**src/rtl/core/rbs_pkg.sv**
```systemverilog
// Shared types, codes and constants of the retry backoff sender.
package rbs_pkg;

  localparam int TIME_BITS_DEF = 48;
  localparam int FIELD_TIME_W  = 48;
  localparam int ATT_W         = 11;
  localparam int BO_W          = 32;
  localparam int CFG_DATA_W    = 32;
  localparam int CFG_IDX_W     = 2;

  localparam logic [ATT_W-1:0] MAX_ATT_RESET = ATT_W'(1);
  localparam logic [BO_W-1:0]  BO_RESET      = BO_W'(1);

  typedef enum logic [2:0] {
    MODE_IDLE      = 3'd0,
    MODE_WAITING   = 3'd1,
    MODE_BACKOFF   = 3'd2,
    MODE_SUCCEEDED = 3'd3,
    MODE_FAILED    = 3'd4
  } mode_e;

  typedef enum logic [2:0] {
    ERR_OK            = 3'd0,
    ERR_TERMINAL      = 3'd1,
    ERR_PENDING       = 3'd2,
    ERR_BACKOFF       = 3'd3,
    ERR_BUDGET        = 3'd4,
    ERR_NOT_WAITING   = 3'd5,
    ERR_OK_AS_FAILURE = 3'd6,
    ERR_BAD_RESPONSE  = 3'd7
  } err_e;

  typedef enum logic [1:0] {
    ACT_BEGIN    = 2'd0,
    ACT_RESPONSE = 2'd1,
    ACT_FAILURE  = 2'd2
  } action_e;

  typedef enum logic [CFG_IDX_W-1:0] {
    CFG_MAX_ATTEMPTS = 2'd0,
    CFG_INIT_BACKOFF = 2'd1,
    CFG_MAX_BACKOFF  = 2'd2
  } cfg_idx_e;

  localparam logic [2:0] STATUS_OK        = 3'd0;
  localparam logic [2:0] STATUS_UNAVAIL   = 3'd1;
  localparam logic [2:0] STATUS_EXHAUSTED = 3'd2;
  localparam logic [2:0] STATUS_IO        = 3'd3;
  localparam logic [2:0] STATUS_OTHER     = 3'd4;
  localparam logic [2:0] STATUS_NONE      = 3'd5;

  typedef struct packed {
    logic [1:0]              action;
    logic [FIELD_TIME_W-1:0] now;
    logic [2:0]              resp_status;
    logic                    response_valid;
  } in_t;

  typedef struct packed {
    logic [2:0]              error;
    logic [ATT_W-1:0]        attempt_number;
    logic [2:0]              mode;
    logic [FIELD_TIME_W-1:0] retry_not_before;
    logic [2:0]              last_status;
  } out_t;

  typedef struct packed {
    logic [ATT_W-1:0] max_attempts;
    logic [BO_W-1:0]  first_backoff;
    logic [BO_W-1:0]  max_backoff;
  } cfg_t;

  typedef struct packed {
    logic                  we;
    logic [CFG_IDX_W-1:0]  idx;
    logic [CFG_DATA_W-1:0] data;
  } cfg_wr_t;

  typedef struct packed {
    mode_e            mode;
    logic [ATT_W-1:0] attempts;
    logic [BO_W-1:0]  backoff;
    logic [2:0]       status;
  } state_t;

  function automatic logic is_retryable(input logic [2:0] code);
    return (code == STATUS_UNAVAIL) || (code == STATUS_EXHAUSTED) || (code == STATUS_IO);
  endfunction

endpackage

```
**src/rtl/core/rbs_cfg_regs.sv**
```systemverilog
// Configuration registers: attempt budget, initial delay and delay cap.
module rbs_cfg_regs
  import rbs_pkg::*;
(
  input  logic    clk_i,
  input  logic    rst_ni,
  input  cfg_wr_t cfg_wr_i,
  output cfg_t    cfg_o
);

  cfg_t cfg_q;

  always_ff @(posedge clk_i or negedge rst_ni) begin
    if (!rst_ni) begin
      cfg_q.max_attempts  <= MAX_ATT_RESET;
      cfg_q.first_backoff <= BO_RESET;
      cfg_q.max_backoff   <= BO_RESET;
    end else if (cfg_wr_i.we) begin
      unique case (cfg_wr_i.idx)
        CFG_MAX_ATTEMPTS: cfg_q.max_attempts  <= cfg_wr_i.data[ATT_W-1:0];
        CFG_INIT_BACKOFF: cfg_q.first_backoff <= cfg_wr_i.data[BO_W-1:0];
        CFG_MAX_BACKOFF:  cfg_q.max_backoff   <= cfg_wr_i.data[BO_W-1:0];
        default: ;
      endcase
    end
  end

  assign cfg_o = cfg_q;

endmodule

```
**src/rtl/core/rbs_step_logic.sv**
```systemverilog
// Next-state logic for one event: mode checks, backoff doubling, deadline sum.
module rbs_step_logic
  import rbs_pkg::*;
#(
  parameter int TIME_BITS = TIME_BITS_DEF
) (
  input  state_t               st_i,
  input  logic [TIME_BITS-1:0] deadline_i,
  input  cfg_t                 cfg_i,
  input  in_t                  item_i,
  output state_t               st_o,
  output logic [TIME_BITS-1:0] deadline_o,
  output err_e                 err_o
);

  localparam int SUM_W = ((TIME_BITS > BO_W) ? TIME_BITS : BO_W) + 1;

  logic [63:0]          now_ext;
  logic [TIME_BITS-1:0] now_t;
  logic [2:0]           status;
  logic [SUM_W-1:0]     sum;
  logic [TIME_BITS-1:0] dl_retry;
  logic [BO_W:0]        dbl;
  logic [BO_W-1:0]      bo_next;
  logic                 retry_ok;

  always_comb begin
    now_ext = 64'(item_i.now);
    now_t   = now_ext[TIME_BITS-1:0];
    status  = (item_i.resp_status > STATUS_OTHER) ? STATUS_OTHER : item_i.resp_status;

    // Deadline saturates at the largest tick value.
    sum      = SUM_W'(now_t) + SUM_W'(st_i.backoff);
    dl_retry = ((sum >> TIME_BITS) != '0) ? '1 : sum[TIME_BITS-1:0];

    // Double the delay, clamped to the cap; a cap below the delay freezes it.
    dbl     = {st_i.backoff, 1'b0};
    bo_next = st_i.backoff;
    if (st_i.backoff < cfg_i.max_backoff) begin
      bo_next = (dbl < {1'b0, cfg_i.max_backoff}) ? dbl[BO_W-1:0] : cfg_i.max_backoff;
    end

    retry_ok = is_retryable(status) && (st_i.attempts < cfg_i.max_attempts);
  end

  always_comb begin
    st_o       = st_i;
    deadline_o = deadline_i;
    err_o      = ERR_OK;
    unique case (item_i.action)
      ACT_BEGIN: begin
        if (st_i.mode == MODE_SUCCEEDED || st_i.mode == MODE_FAILED) begin
          err_o = ERR_TERMINAL;
        end else if (st_i.mode == MODE_WAITING) begin
          err_o = ERR_PENDING;
        end else if (st_i.mode == MODE_BACKOFF && now_t < deadline_i) begin
          err_o = ERR_BACKOFF;
        end else if (st_i.attempts >= cfg_i.max_attempts) begin
          err_o = ERR_BUDGET;
        end else begin
          st_o.attempts = st_i.attempts + ATT_W'(1);
          st_o.mode     = MODE_WAITING;
          deadline_o    = '0;
        end
      end
      ACT_RESPONSE, ACT_FAILURE: begin
        if (st_i.mode != MODE_WAITING) begin
          err_o = ERR_NOT_WAITING;
        end else if (item_i.action == ACT_RESPONSE && !item_i.response_valid) begin
          err_o = ERR_BAD_RESPONSE;
        end else if (status == STATUS_OK) begin
          if (item_i.action == ACT_RESPONSE) begin
            st_o.status = STATUS_OK;
            st_o.mode   = MODE_SUCCEEDED;
            deadline_o  = '0;
          end else begin
            err_o = ERR_OK_AS_FAILURE;
          end
        end else begin
          st_o.status = status;
          if (retry_ok) begin
            st_o.mode    = MODE_BACKOFF;
            st_o.backoff = bo_next;
            deadline_o   = dl_retry;
          end else begin
            st_o.mode  = MODE_FAILED;
            deadline_o = '0;
          end
        end
      end
      default: err_o = ERR_NOT_WAITING;
    endcase
  end

endmodule

```
**src/rtl/core/rbs_sender_state.sv**
```systemverilog
// Retry state registers and the result built from their next values.
module rbs_sender_state
  import rbs_pkg::*;
#(
  parameter int TIME_BITS = TIME_BITS_DEF
) (
  input  logic    clk_i,
  input  logic    rst_ni,
  input  logic    step_en_i,
  input  in_t     item_i,
  input  cfg_t    cfg_i,
  input  cfg_wr_t cfg_wr_i,
  output out_t    result_o
);

  state_t               st_q, st_d;
  logic [TIME_BITS-1:0] dl_q, dl_d;
  err_e                 err;
  logic [63:0]          dl_ext;
  logic                 bo_load;

  rbs_step_logic #(
    .TIME_BITS(TIME_BITS)
  ) u_step (
    .st_i      (st_q),
    .deadline_i(dl_q),
    .cfg_i     (cfg_i),
    .item_i    (item_i),
    .st_o      (st_d),
    .deadline_o(dl_d),
    .err_o     (err)
  );

  // A new initial delay takes effect at once only before the first attempt.
  assign bo_load = cfg_wr_i.we && (cfg_wr_i.idx == CFG_INIT_BACKOFF) &&
                   (st_q.mode == MODE_IDLE) && (st_q.attempts == '0);

  always_ff @(posedge clk_i or negedge rst_ni) begin
    if (!rst_ni) begin
      st_q.mode     <= MODE_IDLE;
      st_q.attempts <= '0;
      st_q.backoff  <= BO_RESET;
      st_q.status   <= STATUS_NONE;
      dl_q          <= '0;
    end else if (step_en_i) begin
      st_q <= st_d;
      dl_q <= dl_d;
    end else if (bo_load) begin
      st_q.backoff <= cfg_wr_i.data[BO_W-1:0];
    end
  end

  always_comb begin
    dl_ext                    = 64'(dl_d);
    result_o.error            = err;
    result_o.attempt_number   = st_d.attempts;
    result_o.mode             = st_d.mode;
    result_o.retry_not_before = dl_ext[FIELD_TIME_W-1:0];
    result_o.last_status      = st_d.status;
  end

endmodule

```
**src/rtl/core/retry_backoff_sender_unit.sv**
```systemverilog
// Top level of the retry backoff sender: request and result registers around the state.
//
// Usage: each request on the in channel (in_valid_i/in_ready_o, payload in_data_i)
// is one event for a single outstanding request: begin an attempt, a response
// arrived, or a transport failure, stamped with the current tick. Every request
// yields exactly one result on the out channel (out_valid_o/out_ready_i,
// payload out_data_o) holding the error code and the state after the event.
// The configuration port (cfg_we_i, cfg_idx_i, cfg_wdata_i) writes the attempt
// budget, the initial delay and the delay cap; write it only while idle.
// A request passes two registers, the request register and the result register,
// before its result is valid; while the out channel stalls it waits in the first.
// Throughput: one request per cycle while the receiver keeps up; the event logic is
// one add and a few compares between the request, state and result registers.
// Reset: mode idle, no attempts, status none, delay and config registers at 1.
// When the receiver stalls, the result register holds and the request register
// still takes one more request before in_ready_o drops.
module retry_backoff_sender_unit
  import rbs_pkg::*;
#(
  parameter int TIME_BITS = TIME_BITS_DEF
) (
  input  logic                  clk_i,
  input  logic                  rst_ni,
  input  logic                  in_valid_i,
  output logic                  in_ready_o,
  input  in_t                   in_data_i,
  output logic                  out_valid_o,
  input  logic                  out_ready_i,
  output out_t                  out_data_o,
  input  logic                  cfg_we_i,
  input  logic [CFG_IDX_W-1:0]  cfg_idx_i,
  input  logic [CFG_DATA_W-1:0] cfg_wdata_i
);

  in_t     req_q;
  logic    req_v_q;
  out_t    out_q;
  logic    out_v_q;
  logic    step_fire;
  out_t    result;
  cfg_t    cfg;
  cfg_wr_t cfg_wr;

  assign cfg_wr.we   = cfg_we_i;
  assign cfg_wr.idx  = cfg_idx_i;
  assign cfg_wr.data = cfg_wdata_i;

  rbs_cfg_regs u_cfg (
    .clk_i   (clk_i),
    .rst_ni  (rst_ni),
    .cfg_wr_i(cfg_wr),
    .cfg_o   (cfg)
  );

  rbs_sender_state #(
    .TIME_BITS(TIME_BITS)
  ) u_state (
    .clk_i    (clk_i),
    .rst_ni   (rst_ni),
    .step_en_i(step_fire),
    .item_i   (req_q),
    .cfg_i    (cfg),
    .cfg_wr_i (cfg_wr),
    .result_o (result)
  );

  assign step_fire  = req_v_q && (!out_v_q || out_ready_i);
  assign in_ready_o = !req_v_q || step_fire;

  always_ff @(posedge clk_i or negedge rst_ni) begin
    if (!rst_ni) begin
      req_v_q <= 1'b0;
      out_v_q <= 1'b0;
    end else begin
      if (in_ready_o) begin
        req_v_q <= in_valid_i;
      end
      if (step_fire) begin
        out_v_q <= 1'b1;
      end else if (out_ready_i) begin
        out_v_q <= 1'b0;
      end
    end
  end

  always_ff @(posedge clk_i) begin
    if (in_ready_o && in_valid_i) begin
      req_q <= in_data_i;
    end
    if (step_fire) begin
      out_q <= result;
    end
  end

  assign out_valid_o = out_v_q;
  assign out_data_o  = out_q;

`ifndef NO_ASSERTIONS
  // A held request must not be lost or overwritten while the result side stalls.
  a_req_held: assert property (@(posedge clk_i) disable iff (!rst_ni)
    req_v_q && !step_fire |=> req_v_q && $stable(req_q))
    else $error("held request was dropped or overwritten");

  // Only the backoff mode carries a retry deadline.
  a_deadline_mode: assert property (@(posedge clk_i) disable iff (!rst_ni)
    out_valid_o && (out_data_o.mode != MODE_BACKOFF) |-> out_data_o.retry_not_before == '0)
    else $error("deadline set outside backoff mode");

  // Success is only reached through an ok status.
  a_success_status: assert property (@(posedge clk_i) disable iff (!rst_ni)
    out_valid_o && (out_data_o.mode == MODE_SUCCEEDED) |-> out_data_o.last_status == STATUS_OK)
    else $error("succeeded without an ok status");
`endif

endmodule

```
**config.mk**
```make
export PLATFORM = sky130hd
export DESIGN_NAME = retry_backoff_sender_unit
export DESIGN_NICKNAME = d
export VERILOG_FILES = /design/src/rtl/core/rbs_pkg.sv /design/src/rtl/core/rbs_cfg_regs.sv /design/src/rtl/core/rbs_step_logic.sv /design/src/rtl/core/rbs_sender_state.sv /design/src/rtl/core/retry_backoff_sender_unit.sv
export SDC_FILE = /design/constraint.sdc
export NUM_CORES = 1
export LEC_CHECK = 0
export ABC_AREA = 1
export BUFFER_PORTS_ARGS = -buffer_cell sky130_fd_sc_hd__buf_4
export CAP_MARGIN = 30
export CORE_UTILIZATION = 56
export CTS_CLUSTER_SIZE = 30
export DETAILED_ROUTE_END_ITERATION = 8
export GPL_ROUTABILITY_DRIVEN = 0
export PLACE_DENSITY_LB_ADDON = 0.05
export REMOVE_ABC_BUFFERS = 1
export SETUP_SLACK_MARGIN = 0.15
export SLEW_MARGIN = 20
export SYNTH_ARGS = -nofsm -noshare
export SYNTH_HDL_FRONTEND = slang
export SYNTH_SLANG_ARGS = --single-unit
```
**constraint.sdc**
```tcl
create_clock -name clk_i -period 3.5 [get_ports clk_i]
set_clock_uncertainty 0.15 [all_clocks]
set_input_delay 0.7 -clock clk_i [delete_from_list [all_inputs] [get_ports clk_i]]
set_output_delay 0.7 -clock clk_i [all_outputs]
set_load 0.01 [all_outputs]
```
==> results.sh <==
export IMPL_reg2reg_from="req_q[4]"
export IMPL_fin_area_mm2=0.0224
export IMPL_final_layout_size_suffix_gt1_frac=0.0958
export IMPL_multiInputGateArea_mm2=0.0101
export IMPL_vdd_drop_max_v=0.000499
export IMPL_cp_depth=15
export IMPL_cts_buffers=31
export IMPL_timing_critical_path_buf_inv=0
export IMPL_core_area_mm2=0.0345
export IMPL_die_area_mm2=0.0356
export IMPL_clk_latency_ns=0.61
export IMPL_ys_types=49
export IMPL_hold_end="req_q[49]"
export IMPL_drtPass1Iterations=7
export IMPL_ys_seq_elements=264
export IMPL_yosys_warnings=0
export IMPL_ys_seq_area_frac=0.370
export IMPL_run_status="finished clean"
export IMPL_crit_family="simple AND/OR/NAND/NOR gates"
export IMPL_synth_flop_cell="dfrtp_1"
export IMPL_antenna_diode_count=0
export IMPL_dp_cells=3341
export IMPL_grt_util_all_layers=0.329
export IMPL_syn_area_mm2=0.0195
export IMPL_critical_path_class="reg -> reg"
export IMPL_worst_path_largest_cell_delay_ns=0.44
export IMPL_antenna_found_initial=0
export IMPL_whs_ns=0.112
export IMPL_grt_max_degree=137
export IMPL_rsz0062_at_grt="no"
export IMPL_critPathLaunchType="register"
export IMPL_leakagePower_nw=12.0
export IMPL_final_nets=3171
export IMPL_dpl_hpwl_mm=42.3
export IMPL_hold_path_depth=1
export IMPL_routedWlPerCell_um=17.0
export IMPL_start_util=0.566
export IMPL_endpoint_kind="register"
export IMPL_crit_chain="ha_1 -> fa_1 -> nand2_1 -> nand2_1 -> nand3_1 -> nand2_1 -> nand2_1 -> nand2_1 -> nand2_1 -> nand2_2 -> nand2_4 -> nand3_1 -> nand2_1 -> nand3_1 -> and2_1"
export IMPL_regToRegSetupSlack_ns=0.36
export IMPL_finalWirelength_mm=57.8
export IMPL_seq_area_mm2=0.00722
export IMPL_dr_total_vias=18600
export IMPL_fmax_mhz=319
export IMPL_period_needed_ns=3.14
export IMPL_ys_async_sr_fraction=0.538
export IMPL_critPathMostFrequentCell="nand2_1"
export IMPL_fillers=3069
export IMPL_drt_initial_drc_count=1505
export IMPL_synthToLayoutAreaGrowth_pct=14.5
export IMPL_clk_path_buf_depth=3
export IMPL_crit_required_ns=3.72
export IMPL_fp_dieW_um=189
export IMPL_drv_cap=0
export IMPL_r2r_end="out_data_o[44]"
export IMPL_gr_total_overflow=0
export IMPL_htree_num_levels=1
export IMPL_worstPathMaxFanout=27
export IMPL_min_from="in_data_i[49]"
export IMPL_cts_tree="yes"
export IMPL_cts_root_buf="clkbuf_16"
export IMPL_relSlewSlack=0.364
export IMPL_slew_violations=0
export IMPL_ant_nets=0
export IMPL_worstRegToRegCells=15
export IMPL_worstPathArrival_ns=3.35
export IMPL_synthCells=2781
export IMPL_rows=68
export IMPL_ios=163
export IMPL_drc=0
export IMPL_setup_violations_final=0
export IMPL_first_global_vias=17900
export IMPL_grt_pass1_wl_mm=93.3
export IMPL_port_buffers=162
export IMPL_worst_pin_slew_ns=0.947
export IMPL_fin_crit_sh=0.896
export IMPL_worst_path_max_delay_cell="fa_1"
export IMPL_dpl_instance_area_mm2=0.0213
export IMPL_clkTransAtPathRegs_ns=0.07
export IMPL_synth_edf_count=122
export IMPL_viasPerCell=5.49
export IMPL_fin_cells=3400
export IMPL_cts_sinks=264
export IMPL_hold_class="in -> reg"
export IMPL_utilization=0.649
export IMPL_avgSynthCellArea_um2=7.02
export IMPL_hold_violations=0
export IMPL_die_h_um=189
export IMPL_fin_setup_tns_ns=0
export IMPL_power_density_mw_per_mm2=708
==> logic make-up (layout without fill, tap and decap cells) <==
group,after synthesis,in the layout,share of synthesized area
and+or+nand+nor,1498,1498,0.327
buffers and inverters,571,735,0.113
AOI/OAI and AO/OA,269,269,0.0779
DFF,264,264,0.370
adders and majority gates,158,158,0.102
xor gates and xnor gates,21,21,0.00942
==> report_power, final <==
part	leakage, nW	switching (mW)	internal (mW)
clock network	0.532	1.37	2.07
registers	2.98	0.795	4.13
logic	8.53	4.78	2.66
total	12.0	6.95	8.87
==> synth_stat cells (all sizes together), types with 10 or more instances <==
| master | n | area (µm²) |
|---|---|---|
| and2 | 45 | 282 |
| nand4 | 69 | 438 |
| a21boi | 10 | 75.1 |
| xor2 | 17 | 149 |
| clkbuf | 66 | 248 |
| o31ai | 35 | 263 |
| buf | 23 | 156 |
| a21oi | 110 | 554 |
| nor3 | 14 | 75.1 |
| ha | 157 | 1960 |
| dfrtp | 137 | 3430 |
| inv | 480 | 1800 |
| edfxtp | 122 | 3660 |
| nand2 | 927 | 3500 |
| nand3 | 278 | 1410 |
| o21ai | 91 | 455 |
| nor2 | 154 | 608 |
==> cell usage in the layout, fill, tap and decap left out, types with 5 or more instances in the layout <==
| cell type | count |
|---|---|
| inv_1 | 473 |
| o21a_1 | 5 |
| and2_1 | 45 |
| o21bai_1 | 5 |
| inv_2 | 7 |
| bufinv_16 | 5 |
| ha_1 | 155 |
| xor2_1 | 17 |
| buf_4 | 187 |
| nor3_1 | 13 |
| nand3b_1 | 5 |
| clkinv_2 | 8 |
| nand2_1 | 920 |
| clkbuf_16 | 31 |
| dfstp_2 | 5 |
| o21ai_1 | 10 |
| nand3_1 | 275 |
| o31ai_1 | 35 |
| a21oi_1 | 108 |
| buf_12 | 5 |
| nor2_1 | 147 |
| nand4_1 | 68 |
| edfxtp_1 | 122 |
| o21ai_0 | 81 |
| dfrtp_1 | 137 |
| a21boi_1 | 10 |
==> registers in the layout (all words and copies together) (netlist names) <==
signal,count
out_valid_o,1
req_q,54
req_v_q,1
u_cfg.cfg_o,43
u_state.dl_q,48
u_state.st_q,49
out_data_o,68
==> stage by stage <==
step                power (mW)  setup WS, ns
finish                    15.8         0.364
CTS                       15.7         0.384
detailed placement        12.3         0.407
global route              17.0         0.191
floorplan                 9.74         -3.65
global placement          12.1         0.444
==> layer usage <==
layer	global-route usage	share of wire	up-vias	wire length, µm
li1	-	-	9199	-
met1	0.435	0.42	8582	24300
met2	0.553	0.47	732	27200
met3	0.0421	0.074	136	4260
met4	0.116	0.037	0	2120
met5	0	0	-	0
==> worst reg2reg max path: stages, from the launching register on <==
cell and delay, ns:
edfxtp_1 0.39, ha_1 0.25, fa_1 0.44, nand2_1 0.14
nand2_1 0.08, nand3_1 0.09, nand2_1 0.10, nand2_1 0.08
nand2_1 0.13, nand2_1 0.12, nand2_2 0.09, nand2_4 0.34
nand3_1 0.15, nand2_1 0.09, nand3_1 0.09, and2_1 0.15
==> cell type report <==
type | instances | area share
clock buffers | 39 | 0.0378
clock inverters | 19 | 0.0106
inverters | 482 | 0.0810
multi-input cells | 1946 | 0.453
flip-flops and latches | 264 | 0.323
well taps | 455 | 0.0255
repair buffers | 195 | 0.0695
==> worst max path at each step <==
stage,startpoint,end
floorplan,out_ready_i,u_state.st_q[10]
global placement,req_q[4],out_data_o[49]
detailed placement,req_q[4],out_data_o[49]
CTS,req_q[4],out_data_o[49]
global route,req_q[4],out_data_o[42]
finish,req_q[4],out_data_o[44]
==> what timing repair did <==
action,in CTS,in global routing
buffers inserted,0,0
resized for setup,0,1
hold endpoints to repair,33,0
hold buffers,1,0
setup endpoints to repair,0,4
Note: power is estimated with default switching activity, not from simulation.
